## config.mk

```make
export PLATFORM = sky130hd
export DESIGN_NAME = proxy_v2_header_parser
export DESIGN_NICKNAME = d
export VERILOG_FILES = /design/src/design/phv2_pkg.sv /design/src/design/phv2_tlv_walk.sv /design/src/design/proxy_v2_header_parser.sv
export VERILOG_INCLUDE_DIRS = /design/src /design/src/design
export SDC_FILE = /design/constraint.sdc
export NUM_CORES = 2
export LEC_CHECK = 0
export BUFFER_PORTS_ARGS = -buffer_cell sky130_fd_sc_hd__buf_4
export CAP_MARGIN = 25
export CORE_MARGIN = 2
export CORE_UTILIZATION = 50
export CTS_BUF_LIST = sky130_fd_sc_hd__clkbuf_8
export CTS_CLUSTER_DIAMETER = 50
export DETAILED_ROUTE_END_ITERATION = 10
export GPL_TIMING_DRIVEN = 0
export PLACE_DENSITY_LB_ADDON = 0.05
export SYNTH_ARGS = -nofsm -noshare
export SYNTH_HDL_FRONTEND = slang
export SYNTH_SLANG_ARGS = --single-unit
```

## constraint.sdc

```tcl
create_clock -name clk -period 17.2 [get_ports clk]
set_input_delay 1.72 -clock clk [delete_from_list [all_inputs] [get_ports clk]]
set_output_delay 1.72 -clock clk [all_outputs]
set_load 0.03 [all_outputs]
```

## src/design/proxy_v2_header_parser_defines.svh

```systemverilog
// Assertion macros for the PROXY v2 header parser.
`ifndef PROXY_V2_HEADER_PARSER_DEFINES_SVH
`define PROXY_V2_HEADER_PARSER_DEFINES_SVH

// Clocked assertion, off while reset is asserted.
`define PHV2_ASSERT(lbl, prop, msg) \
  lbl: assert property (@(posedge clk) disable iff (!rst_n) prop) else $error(msg);

// Clocked assertion that also holds through reset.
`define PHV2_ASSERT_ALWAYS(lbl, prop, msg) \
  lbl: assert property (@(posedge clk) prop) else $error(msg);

`endif

```

## src/design/phv2_pkg.sv

```systemverilog
// Types, codes and helper functions shared by the PROXY header parser.
`timescale 1ns / 1ps
package phv2_pkg;

  typedef struct packed {
    logic       first_byte;
    logic [7:0] data_byte;
  } in_item_t;

  typedef struct packed {
    logic [3:0]  status;
    logic [1:0]  family;
    logic [63:0] src_addr_hi;
    logic [63:0] src_addr_lo;
    logic [63:0] dst_addr_hi;
    logic [63:0] dst_addr_lo;
    logic [15:0] src_port;
    logic [15:0] dst_port;
    logic [15:0] tlv_length;
    logic [16:0] header_length;
  } out_item_t;

  // status codes
  localparam logic [3:0] ST_PROXIED  = 4'd0;
  localparam logic [3:0] ST_LOCAL    = 4'd1;
  localparam logic [3:0] ST_IGNORED  = 4'd2;
  localparam logic [3:0] ST_V1_DONE  = 4'd3;
  localparam logic [3:0] ST_JUNK     = 4'd4;
  localparam logic [3:0] ST_OVERFLOW = 4'd5;
  localparam logic [3:0] ST_BAD_VER  = 4'd6;
  localparam logic [3:0] ST_BAD_CMD  = 4'd7;
  localparam logic [3:0] ST_DRIBBLE  = 4'd8;
  localparam logic [3:0] ST_LEN_ERR  = 4'd9;
  localparam logic [3:0] ST_CRC_ERR  = 4'd10;

  // TLV walker step results
  localparam logic [2:0] WK_NONE    = 3'd0;
  localparam logic [2:0] WK_DRIBBLE = 3'd1;
  localparam logic [2:0] WK_LENGTH  = 3'd2;
  localparam logic [2:0] WK_HDR     = 3'd3;
  localparam logic [2:0] WK_VAL     = 3'd4;

  // TLV walk error
  localparam logic [1:0] TE_NONE    = 2'd0;
  localparam logic [1:0] TE_DRIBBLE = 2'd1;
  localparam logic [1:0] TE_LENGTH  = 2'd2;

  // outer TLV kind
  localparam logic [1:0] KIND_PLAIN = 2'd0;
  localparam logic [1:0] KIND_SSL   = 2'd1;
  localparam logic [1:0] KIND_CRC   = 2'd2;

  // parse phase
  localparam logic [1:0] PH_IDLE = 2'd0;
  localparam logic [1:0] PH_RUN  = 2'd1;
  localparam logic [1:0] PH_DONE = 2'd2;

  // configuration register indexes
  localparam logic [7:0] REG_MAX_PAYLOAD = 8'd0;
  localparam logic [7:0] REG_V1_LIMIT    = 8'd1;

  localparam logic [15:0] MAX_PAYLOAD_RST = 16'd1024;
  localparam logic [9:0]  V1_LIMIT_RST    = 10'd107;
  localparam logic [31:0] CRC_INIT        = 32'hffffffff;
  localparam logic [31:0] CRC_POLY        = 32'h82F63B78;
  localparam logic [7:0]  FP_TCP4         = 8'h11;
  localparam logic [7:0]  FP_TCP6         = 8'h21;
  localparam logic [7:0]  TLV_TYPE_SSL    = 8'h20;
  localparam logic [7:0]  TLV_TYPE_CRC    = 8'h03;
  localparam logic [16:0] IDX_MAX         = 17'h1ffff;

  typedef struct packed {
    logic [2:0]  res;
    logic [7:0]  hdr_type;
    logic [15:0] hdr_len;
    logic [15:0] vidx;
  } walk_out_t;

  function automatic logic [7:0] sig1_byte(input logic [2:0] i);
    logic [7:0] r;
    unique case (i)
      3'd0:    r = 8'h50;
      3'd1:    r = 8'h52;
      3'd2:    r = 8'h4f;
      3'd3:    r = 8'h58;
      default: r = 8'h59;
    endcase
    return r;
  endfunction

  function automatic logic [7:0] sig2_byte(input logic [3:0] i);
    logic [7:0] r;
    unique case (i)
      4'd0, 4'd2, 4'd5: r = 8'h0d;
      4'd1, 4'd3, 4'd6: r = 8'h0a;
      4'd4:             r = 8'h00;
      4'd7:             r = 8'h51;
      4'd8:             r = 8'h55;
      4'd9:             r = 8'h49;
      4'd10:            r = 8'h54;
      default:          r = 8'h0a;
    endcase
    return r;
  endfunction

  // CRC32C, reflected, one byte
  function automatic logic [31:0] crc32c_byte(input logic [31:0] crc, input logic [7:0] b);
    logic [31:0] c;
    c = crc ^ {24'd0, b};
    for (int k = 0; k < 8; k++) begin
      c = (c >> 1) ^ (CRC_POLY & {32{c[0]}});
    end
    return c;
  endfunction

endpackage

```

## src/design/phv2_tlv_walk.sv

```systemverilog
// TLV walker: tracks type, length and value position inside one TLV region.
`timescale 1ns / 1ps
module phv2_tlv_walk
  import phv2_pkg::*;
(
  input  logic        clk,
  input  logic        init,
  input  logic [15:0] init_len,
  input  logic        step,
  input  logic [7:0]  data,
  output walk_out_t   wo
);

  logic [15:0] rem_r, rem_nxt;
  logic [15:0] avail_r, avail_nxt;
  logic [1:0]  pos_r, pos_nxt;
  logic [7:0]  type_r, type_nxt;
  logic [15:0] tlen_r, tlen_nxt;
  logic [15:0] vpos_r, vpos_nxt;
  logic [15:0] tl;

  always_comb begin
    rem_nxt     = rem_r;
    avail_nxt   = avail_r;
    pos_nxt     = pos_r;
    type_nxt    = type_r;
    tlen_nxt    = tlen_r;
    vpos_nxt    = vpos_r;
    tl          = {tlen_r[15:8], data};
    wo.res      = WK_NONE;
    wo.hdr_type = type_r;
    wo.hdr_len  = tl;
    wo.vidx     = vpos_r;
    if (init) begin
      rem_nxt   = init_len;
      avail_nxt = '0;
      pos_nxt   = '0;
      type_nxt  = '0;
      tlen_nxt  = '0;
      vpos_nxt  = '0;
    end else if (step && rem_r != 16'd0) begin
      unique case (pos_r)
        2'd0: begin
          if (rem_r < 16'd3) begin
            wo.res = WK_DRIBBLE;
          end else begin
            avail_nxt = rem_r;
            type_nxt  = data;
            pos_nxt   = 2'd1;
            rem_nxt   = rem_r - 16'd1;
          end
        end
        2'd1: begin
          tlen_nxt = {data, 8'd0};
          pos_nxt  = 2'd2;
          rem_nxt  = rem_r - 16'd1;
        end
        2'd2: begin
          tlen_nxt = tl;
          if ({1'b0, tl} + 17'd3 > {1'b0, avail_r}) begin
            wo.res = WK_LENGTH;
          end else begin
            vpos_nxt = '0;
            pos_nxt  = (tl != 16'd0) ? 2'd3 : 2'd0;
            rem_nxt  = rem_r - 16'd1;
            wo.res   = WK_HDR;
          end
        end
        default: begin
          vpos_nxt = vpos_r + 16'd1;
          if (vpos_nxt >= tlen_r) pos_nxt = 2'd0;
          rem_nxt = rem_r - 16'd1;
          wo.res  = WK_VAL;
        end
      endcase
    end
  end

  always_ff @(posedge clk) begin
    rem_r   <= rem_nxt;
    avail_r <= avail_nxt;
    pos_r   <= pos_nxt;
    type_r  <= type_nxt;
    tlen_r  <= tlen_nxt;
    vpos_r  <= vpos_nxt;
  end

endmodule

```

## src/design/proxy_v2_header_parser.sv

```systemverilog
// Top level of the PROXY protocol header parser.
// Takes one byte per transaction and accepts a new byte every cycle while no
// untaken result stalls it. A byte waits in the input register while the parse
// logic works on it, and any result lands in the output register at the edge
// that consumes the deciding byte. A result the receiver
// has not taken stalls the input register, and with it the input channel. The
// sustained rate of one byte per cycle is set by the combinational state update
// (signature match, CRC32C byte step and the two TLV walkers). At most one
// result per header; a byte with first_byte set restarts parsing.
// Configuration writes are taken at any time, one per cycle.
`timescale 1ns / 1ps
module proxy_v2_header_parser
  import phv2_pkg::*;
(
  input  logic        clk,
  input  logic        rst_n,
  input  logic        in_valid,
  output logic        in_ready,
  input  in_item_t    in_data,
  output logic        out_valid,
  input  logic        out_ready,
  output out_item_t   out_data,
  input  logic        cfg_valid,
  output logic        cfg_ready,
  input  logic [7:0]  cfg_index,
  input  logic [15:0] cfg_data
);
`include "proxy_v2_header_parser_defines.svh"

  logic        in_valid_r, in_valid_nxt;
  in_item_t    in_r;
  logic        out_valid_r, out_valid_nxt;
  out_item_t   out_r;
  logic        advance, process;

  logic [15:0] max_payload_r;
  logic [9:0]  v1_limit_r;

  logic [1:0]   phase_r, phase_nxt;
  logic [16:0]  idx_r, idx_nxt;
  logic [1:0]   sig_r, sig_nxt;
  logic [7:0]   vc_r, vc_nxt;
  logic [7:0]   fp_r, fp_nxt;
  logic [15:0]  pl_r, pl_nxt;
  logic [127:0] src_r, src_nxt;
  logic [127:0] dst_r, dst_nxt;
  logic [15:0]  sport_r, sport_nxt;
  logic [15:0]  dport_r, dport_nxt;
  logic [31:0]  crc_r, crc_nxt;
  logic [31:0]  exp_r, exp_nxt;
  logic         seen_r, seen_nxt;
  logic [1:0]   terr_r, terr_nxt;
  logic [1:0]   kind_r, kind_nxt;

  logic        clr, emit, full;
  logic [3:0]  st;
  logic [16:0] hlen, z, off;
  logic [7:0]  b, cb;
  logic [1:0]  fam;
  logic [4:0]  alen;
  logic [5:0]  flen;
  logic        o_init, o_step, i_init, i_step;
  logic [15:0] o_len, i_len;
  walk_out_t   o_wo, i_wo;

  assign advance   = !out_valid_r || out_ready;
  assign process   = in_valid_r && advance;
  assign in_ready  = !in_valid_r || advance;
  assign cfg_ready = 1'b1;
  assign out_valid = out_valid_r;
  assign out_data  = out_r;

  phv2_tlv_walk u_outer (
    .clk(clk), .init(o_init), .init_len(o_len), .step(o_step), .data(b), .wo(o_wo)
  );
  phv2_tlv_walk u_inner (
    .clk(clk), .init(i_init), .init_len(i_len), .step(i_step), .data(b), .wo(i_wo)
  );

  always_comb begin
    clr = process && in_r.first_byte;
    b   = in_r.data_byte;
    cb  = b;
    // start from cleared state on the first byte of a connection
    z         = clr ? 17'd0 : idx_r;
    sig_nxt   = clr ? 2'd3 : sig_r;
    vc_nxt    = clr ? 8'd0 : vc_r;
    fp_nxt    = clr ? 8'd0 : fp_r;
    pl_nxt    = clr ? 16'd0 : pl_r;
    src_nxt   = clr ? 128'd0 : src_r;
    dst_nxt   = clr ? 128'd0 : dst_r;
    sport_nxt = clr ? 16'd0 : sport_r;
    dport_nxt = clr ? 16'd0 : dport_r;
    crc_nxt   = clr ? CRC_INIT : crc_r;
    exp_nxt   = clr ? 32'd0 : exp_r;
    seen_nxt  = clr ? 1'b0 : seen_r;
    terr_nxt  = clr ? TE_NONE : terr_r;
    kind_nxt  = clr ? KIND_PLAIN : kind_r;
    phase_nxt = clr ? PH_RUN : phase_r;
    idx_nxt   = z;
    emit = 1'b0;
    full = 1'b0;
    st   = ST_PROXIED;
    hlen = z + 17'd1;
    o_init = clr;
    o_len  = 16'd0;
    o_step = 1'b0;
    i_init = clr;
    i_len  = 16'd0;
    i_step = 1'b0;
    off    = z - 17'd16;

    unique case (fp_nxt)
      FP_TCP4: fam = 2'd1;
      FP_TCP6: fam = 2'd2;
      default: fam = 2'd0;
    endcase
    alen = (fam == 2'd1) ? 5'd4 : ((fam == 2'd2) ? 5'd16 : 5'd0);
    flen = {alen, 1'b0} + 6'd4;

    if (process && phase_nxt == PH_RUN) begin
      if (z < IDX_MAX) idx_nxt = z + 17'd1;
      if (z < 17'd5 && b != sig1_byte(z[2:0])) sig_nxt = sig_nxt & 2'b10;
      if (z < 17'd12 && b != sig2_byte(z[3:0])) sig_nxt = sig_nxt & 2'b01;
      unique case (sig_nxt)
        2'b00: begin
          emit = 1'b1;
          st   = ST_JUNK;
        end
        2'b01: begin
          if (z >= 17'd5) begin
            if (z > {7'd0, v1_limit_r}) begin
              emit = 1'b1;
              st   = ST_OVERFLOW;
            end else if (b == 8'h0a) begin
              emit = 1'b1;
              st   = ST_V1_DONE;
            end
          end
        end
        2'b11: ;
        default: begin
          if (z == 17'd12) vc_nxt = b;
          else if (z == 17'd13) fp_nxt = b;
          else if (z == 17'd14) pl_nxt = {b, 8'd0};
          else if (z == 17'd15) pl_nxt = {pl_nxt[15:8], b};
          else if (z >= 17'd16 && alen != 5'd0 && pl_nxt >= {10'd0, flen}) begin
            if (off < {11'd0, flen}) begin
              if (off < {12'd0, alen}) src_nxt = {src_nxt[119:0], b};
              else if (off < {11'd0, alen, 1'b0}) dst_nxt = {dst_nxt[119:0], b};
              else if (off < {11'd0, alen, 1'b0} + 17'd2) sport_nxt = {sport_nxt[7:0], b};
              else dport_nxt = {dport_nxt[7:0], b};
              if (off == {11'd0, flen} - 17'd1) begin
                o_init = 1'b1;
                o_len  = pl_nxt - {10'd0, flen};
              end
            end else if (terr_nxt == TE_NONE) begin
              o_step = 1'b1;
              unique case (o_wo.res)
                WK_DRIBBLE: terr_nxt = TE_DRIBBLE;
                WK_LENGTH:  terr_nxt = TE_LENGTH;
                WK_HDR: begin
                  kind_nxt = KIND_PLAIN;
                  if (o_wo.hdr_type == TLV_TYPE_SSL) begin
                    if (o_wo.hdr_len < 16'd5) terr_nxt = TE_LENGTH;
                    else begin
                      kind_nxt = KIND_SSL;
                      i_init   = 1'b1;
                      i_len    = o_wo.hdr_len - 16'd5;
                    end
                  end else if (o_wo.hdr_type == TLV_TYPE_CRC && !seen_nxt) begin
                    if (o_wo.hdr_len < 16'd4) terr_nxt = TE_LENGTH;
                    else begin
                      kind_nxt = KIND_CRC;
                      seen_nxt = 1'b1;
                      exp_nxt  = 32'd0;
                    end
                  end
                end
                WK_VAL: begin
                  if (kind_nxt == KIND_CRC && o_wo.vidx < 16'd4) begin
                    exp_nxt = {exp_nxt[23:0], b};
                    cb      = 8'd0;
                  end else if (kind_nxt == KIND_SSL && o_wo.vidx >= 16'd5) begin
                    i_step = 1'b1;
                    if (i_wo.res == WK_DRIBBLE) terr_nxt = TE_DRIBBLE;
                    else if (i_wo.res == WK_LENGTH) terr_nxt = TE_LENGTH;
                  end
                end
                default: ;
              endcase
            end
          end
          crc_nxt = crc32c_byte(crc_nxt, cb);

          hlen = {1'b0, pl_nxt} + 17'd16;
          if (z == 17'd15 && pl_nxt > max_payload_r) begin
            emit = 1'b1;
            st   = ST_OVERFLOW;
            hlen = 17'd16;
          end else if ((z == 17'd15 && pl_nxt == 16'd0) ||
                       (z >= 17'd16 && z == {1'b0, pl_nxt} + 17'd15)) begin
            emit = 1'b1;
            // finish: version, command, family, then crc and walk errors
            if (vc_nxt[7:4] != 4'd2) st = ST_BAD_VER;
            else if (vc_nxt[3:0] == 4'd0) st = ST_LOCAL;
            else if (vc_nxt[3:0] != 4'd1) st = ST_BAD_CMD;
            else if (alen == 5'd0 || pl_nxt < {10'd0, flen}) st = ST_IGNORED;
            else begin
              full = 1'b1;
              if (seen_nxt && ~crc_nxt != exp_nxt) st = ST_CRC_ERR;
              else if (terr_nxt == TE_DRIBBLE) st = ST_DRIBBLE;
              else if (terr_nxt == TE_LENGTH) st = ST_LEN_ERR;
              else st = ST_PROXIED;
            end
          end
        end
      endcase
      if (emit) phase_nxt = PH_DONE;
    end else begin
      // hold everything when no byte is parsed
      phase_nxt = phase_r;
      idx_nxt   = idx_r;
      sig_nxt   = sig_r;
      vc_nxt    = vc_r;
      fp_nxt    = fp_r;
      pl_nxt    = pl_r;
      src_nxt   = src_r;
      dst_nxt   = dst_r;
      sport_nxt = sport_r;
      dport_nxt = dport_r;
      crc_nxt   = crc_r;
      exp_nxt   = exp_r;
      seen_nxt  = seen_r;
      terr_nxt  = terr_r;
      kind_nxt  = kind_r;
    end
  end

  always_comb begin
    in_valid_nxt = in_valid_r;
    if (in_valid && in_ready) in_valid_nxt = 1'b1;
    else if (advance) in_valid_nxt = 1'b0;
    out_valid_nxt = out_valid_r;
    if (process && emit) out_valid_nxt = 1'b1;
    else if (out_ready) out_valid_nxt = 1'b0;
  end

  always_ff @(posedge clk) begin
    if (!rst_n) begin
      in_valid_r    <= 1'b0;
      out_valid_r   <= 1'b0;
      phase_r       <= PH_IDLE;
      sig_r         <= 2'd3;
      max_payload_r <= MAX_PAYLOAD_RST;
      v1_limit_r    <= V1_LIMIT_RST;
    end else begin
      in_valid_r  <= in_valid_nxt;
      out_valid_r <= out_valid_nxt;
      phase_r     <= phase_nxt;
      sig_r       <= sig_nxt;
      if (cfg_valid && cfg_ready) begin
        if (cfg_index == REG_MAX_PAYLOAD) max_payload_r <= cfg_data;
        else if (cfg_index == REG_V1_LIMIT) v1_limit_r <= cfg_data[9:0];
      end
    end
  end

  always_ff @(posedge clk) begin
    if (in_valid && in_ready) in_r <= in_data;
    idx_r   <= idx_nxt;
    vc_r    <= vc_nxt;
    fp_r    <= fp_nxt;
    pl_r    <= pl_nxt;
    src_r   <= src_nxt;
    dst_r   <= dst_nxt;
    sport_r <= sport_nxt;
    dport_r <= dport_nxt;
    crc_r   <= crc_nxt;
    exp_r   <= exp_nxt;
    seen_r  <= seen_nxt;
    terr_r  <= terr_nxt;
    kind_r  <= kind_nxt;
    if (process && emit) begin
      out_r.status        <= st;
      out_r.family        <= full ? fam : 2'd0;
      out_r.src_addr_hi   <= full ? src_nxt[127:64] : 64'd0;
      out_r.src_addr_lo   <= full ? src_nxt[63:0] : 64'd0;
      out_r.dst_addr_hi   <= full ? dst_nxt[127:64] : 64'd0;
      out_r.dst_addr_lo   <= full ? dst_nxt[63:0] : 64'd0;
      out_r.src_port      <= full ? sport_nxt : 16'd0;
      out_r.dst_port      <= full ? dport_nxt : 16'd0;
      out_r.tlv_length    <= full ? pl_nxt - {10'd0, flen} : 16'd0;
      out_r.header_length <= hlen;
    end
  end

  `PHV2_ASSERT(a_emit_lands, process && emit |=> out_valid_r, "result lost")
  `PHV2_ASSERT(a_stall_holds, in_valid_r && !advance |=> in_valid_r, "stalled byte dropped")
  `PHV2_ASSERT(a_run_sig, phase_r == PH_RUN |-> sig_r != 2'd0, "running with no signature")

endmodule

```

==> out/metrics.yaml <==
grt_pass1_wl_mm: 204.2
ir_worst_vdd_uv: 64.03
cts.htree.levels: 4
fin_worst_skew_ns: 0.05007
clk_path_buf_depth: 3
worst-setup-path-type: "input pin to flop"
dp.cells: 5778
routed_wl_mm: 136.9
p_leak_nw: 20.15
critPathMaxFanout: 10
cts_tree: "done"
fin_total_pwr_mw: 4.788
mostFrequentLayoutCell: "edfxtp_1"
overflow: 0
port-buffer-count: 366
synthCells: 4227
startpoint: "out_ready"
synth.ff_latch_count: 914
die_height_um: 302.4
syn_area_um2: 44520
cap_violations: 0
ctsResizeCount: 0
slowest_stage: "clkbuf_1"
r2r-end: "out_data[323]$_SDFFCE_PN0P_"
hold_depth: 2
layout_min_cycle_time_ns: 13.17
antenna_found_initial: 2
synth.distinct_cells: 95
path_clk_slew_ns: 0.06
r2r_slack_ns: 4.60
fillers: 7771
startpoint_type: "input pin"
whs_endpoint: "u_inner.tlen_r[4]$_SDFFE_PN0P_"
max_freq_mhz: 75.91
power_density_nw_per_um2: 91.57
met2_usage_pct: 46.75
firstDrtPassIters: 9
vias: 34600
layout_common_cells: "470 x edfxtp_1, 444 x dfxtp_1, 385 x buf_4"
netlist.top_cell.by_area: "edfxtp_1"
crit_path_frequent_cell: "buf_2"
syn_nets: 4408
grt_max_degree: 136
layout-drive-gt1-share_pct: 16.94
setup_violations: 0
clkLatencyLatePin_ns: 0.87
initial_core_util_pct: 50.38
fin_tns_setup_ns: 0
fin_hold_ws_ns: 0.4536
globalplace.congestion: 0.9676
postSynthAreaPerCell_um2: 10.53
die_w_um: 302.4
grt_usage_pct: 29.48
synth_edf_count: 470
reg2reg_depth: 32
finalHoldViolCount: 0
placementRows: 109
cp.arrival_ns: 13.84
final_antenna_net_count: 0
cts_sinks: 914
synthArstFlopShare_pct: 0
root_buffer: "clkbuf_8"
yosysWarningCount: 0
rr_startpoint: "in_r[8]$_DFFE_PP_"
yosysTopAreaCellShare_pct: 31.70
instances_no_fill: 6072
vias_per_cell: 5.698
postCtsSetupRepairBufs: 0
met1_usage_pct: 39.23
cpPeakStageDelay_ns: 0.86
hpwl_mm: 100.9
tightestPinTransition_ns: 1.184
seq_area_frac_synth_pct: 51.67
nets: 4954
rsz0062_at_grt: "no"
cts_hold_buf: 0
core_area_um2: 88370
fin_crit_sh_pct: 76.59
hp-start: "u_inner.tlen_r[4]$_SDFFE_PN0P_"
first_global_vias: 33560
end_kind: "flop"
use_met3_pct: 5.875
first_iter_violations: 3061
grt-busiest-layer: "met2"
status: "complete, no violations"
die_area_um2: 91440
cts_buffers: 158
synth_ff_type: "edfxtp_1"
syn2layout_area_growth_pct: 17.44
cp.required_ns: 17.86
slew-limit-headroom_pct: 20.35
route.detailed.drc: 0
ioPinCount: 368
hold_path.class: "flop to flop"
ys_top_cells_by_area: "edfxtp_1 32%, dfxtp_1 20%, mux2i_1 4.0%, xnor2_1 4.0%, ha_1 4.0%"
wl_per_cell_um: 22.55
slew_violations: 0
## cell usage after synthesis (30+ instances only)
library cell  instances
nor2b_1             193
nand3_1              92
nor4_1               33
nand2_1             335
a21o_1               34
o21ai_0             133
xnor2_1             202
inv_1               149
or3_1                36
and3_1               51
nor3_2              129
nand4_1              39
nor2_1              382
a21oi_1             183
edfxtp_1            470
clkbuf_1            182
nor3_1               78
a22o_1              174
o22ai_1              36
ha_1                141
buf_1                30
mux2i_1             178
dfxtp_1             444
xor2_1               93
## worst max-delay path by stage
stage                                       end  slack, ns  depth (start not counted)
floorplan                 out_data[0]$_DFFE_PP_       3.97                         26
global placement    out_data[183]$_SDFFCE_PN0P_      -1.66                         24
detailed placement  out_data[324]$_SDFFCE_PN0P_       3.67                         33
CTS                 out_data[323]$_SDFFCE_PN0P_       4.57                         33
global route        out_data[323]$_SDFFCE_PN0P_       3.73                         33
finish              out_data[323]$_SDFFCE_PN0P_       4.03                         33
## layout make-up
cell class              count  area (µm²)  share of cell area, %
plain buffers             260        1122                  2.147
inverters                 154       590.6                  1.130
multi-input cells        2899       19840                  37.94
repair buffers            386        3002                  5.741
clock buffers             183        2519                  4.817
flip-flops and latches    914       23000                  43.99
diodes                      1       2.502               0.004786
clock inverters           110       754.5                  1.443
well taps                1165        1458                  2.788
## flip-flops by register name, summed over array words and instances (netlist names), 17 cells and up
name / cells
out_data: 327
dst_r: 128
src_r: 128
crc_r: 32
exp_r: 32
idx_r: 17
## layer usage
metal,vias to the layer above,routed length [µm]
met5,-,0
met3,313,10590
met2,1439,62560
met4,0,5635
li1,16290,-
met1,16560,58130
## where the power goes
group | internal, mW | switching (mW) | leakage (nW)
Clock | 1.10 | 0.932 | 1.89
Combinational | 0.158 | 0.277 | 9.76
Sequential | 2.30 | 0.0136 | 8.50
Total | 3.56 | 1.22 | 20.1
## critical path, delay by kind of cell
kind	cells	cell delay, ns
and+or+nand+nor	7	1.53
adders and majority gates	3	0.84
buffers and inverters	12	5.06
xor gates and xnor gates	4	1.77
AOI/OAI and AO/OA	7	2.87
## stage by stage
| step | setup slack, ns | util [%] | cell area, µm² |
|---|---|---|---|
| CTS | 4.565 | 59.16 | 52280 |
| floorplan | 3.973 | - | 44520 |
| detailed placement | 3.669 | 55.46 | 49010 |
| global route | 3.734 | 59.16 | 52290 |
| global placement | -1.655 | 55.14 | 48730 |
| finish | 4.026 | 59.16 | 52290 |
## cell families after synthesis
logic type / synth area share, %
and+or+nand+nor: 18.32
DFF: 51.67
AOI/OAI and AO/OA: 11.62
buffers and inverters: 3.817
xor gates and xnor gates: 6.335
muxes: 4.134
adders and majority gates: 4.098
other: 0.008423
Note: power is estimated with default switching activity, not from simulation.
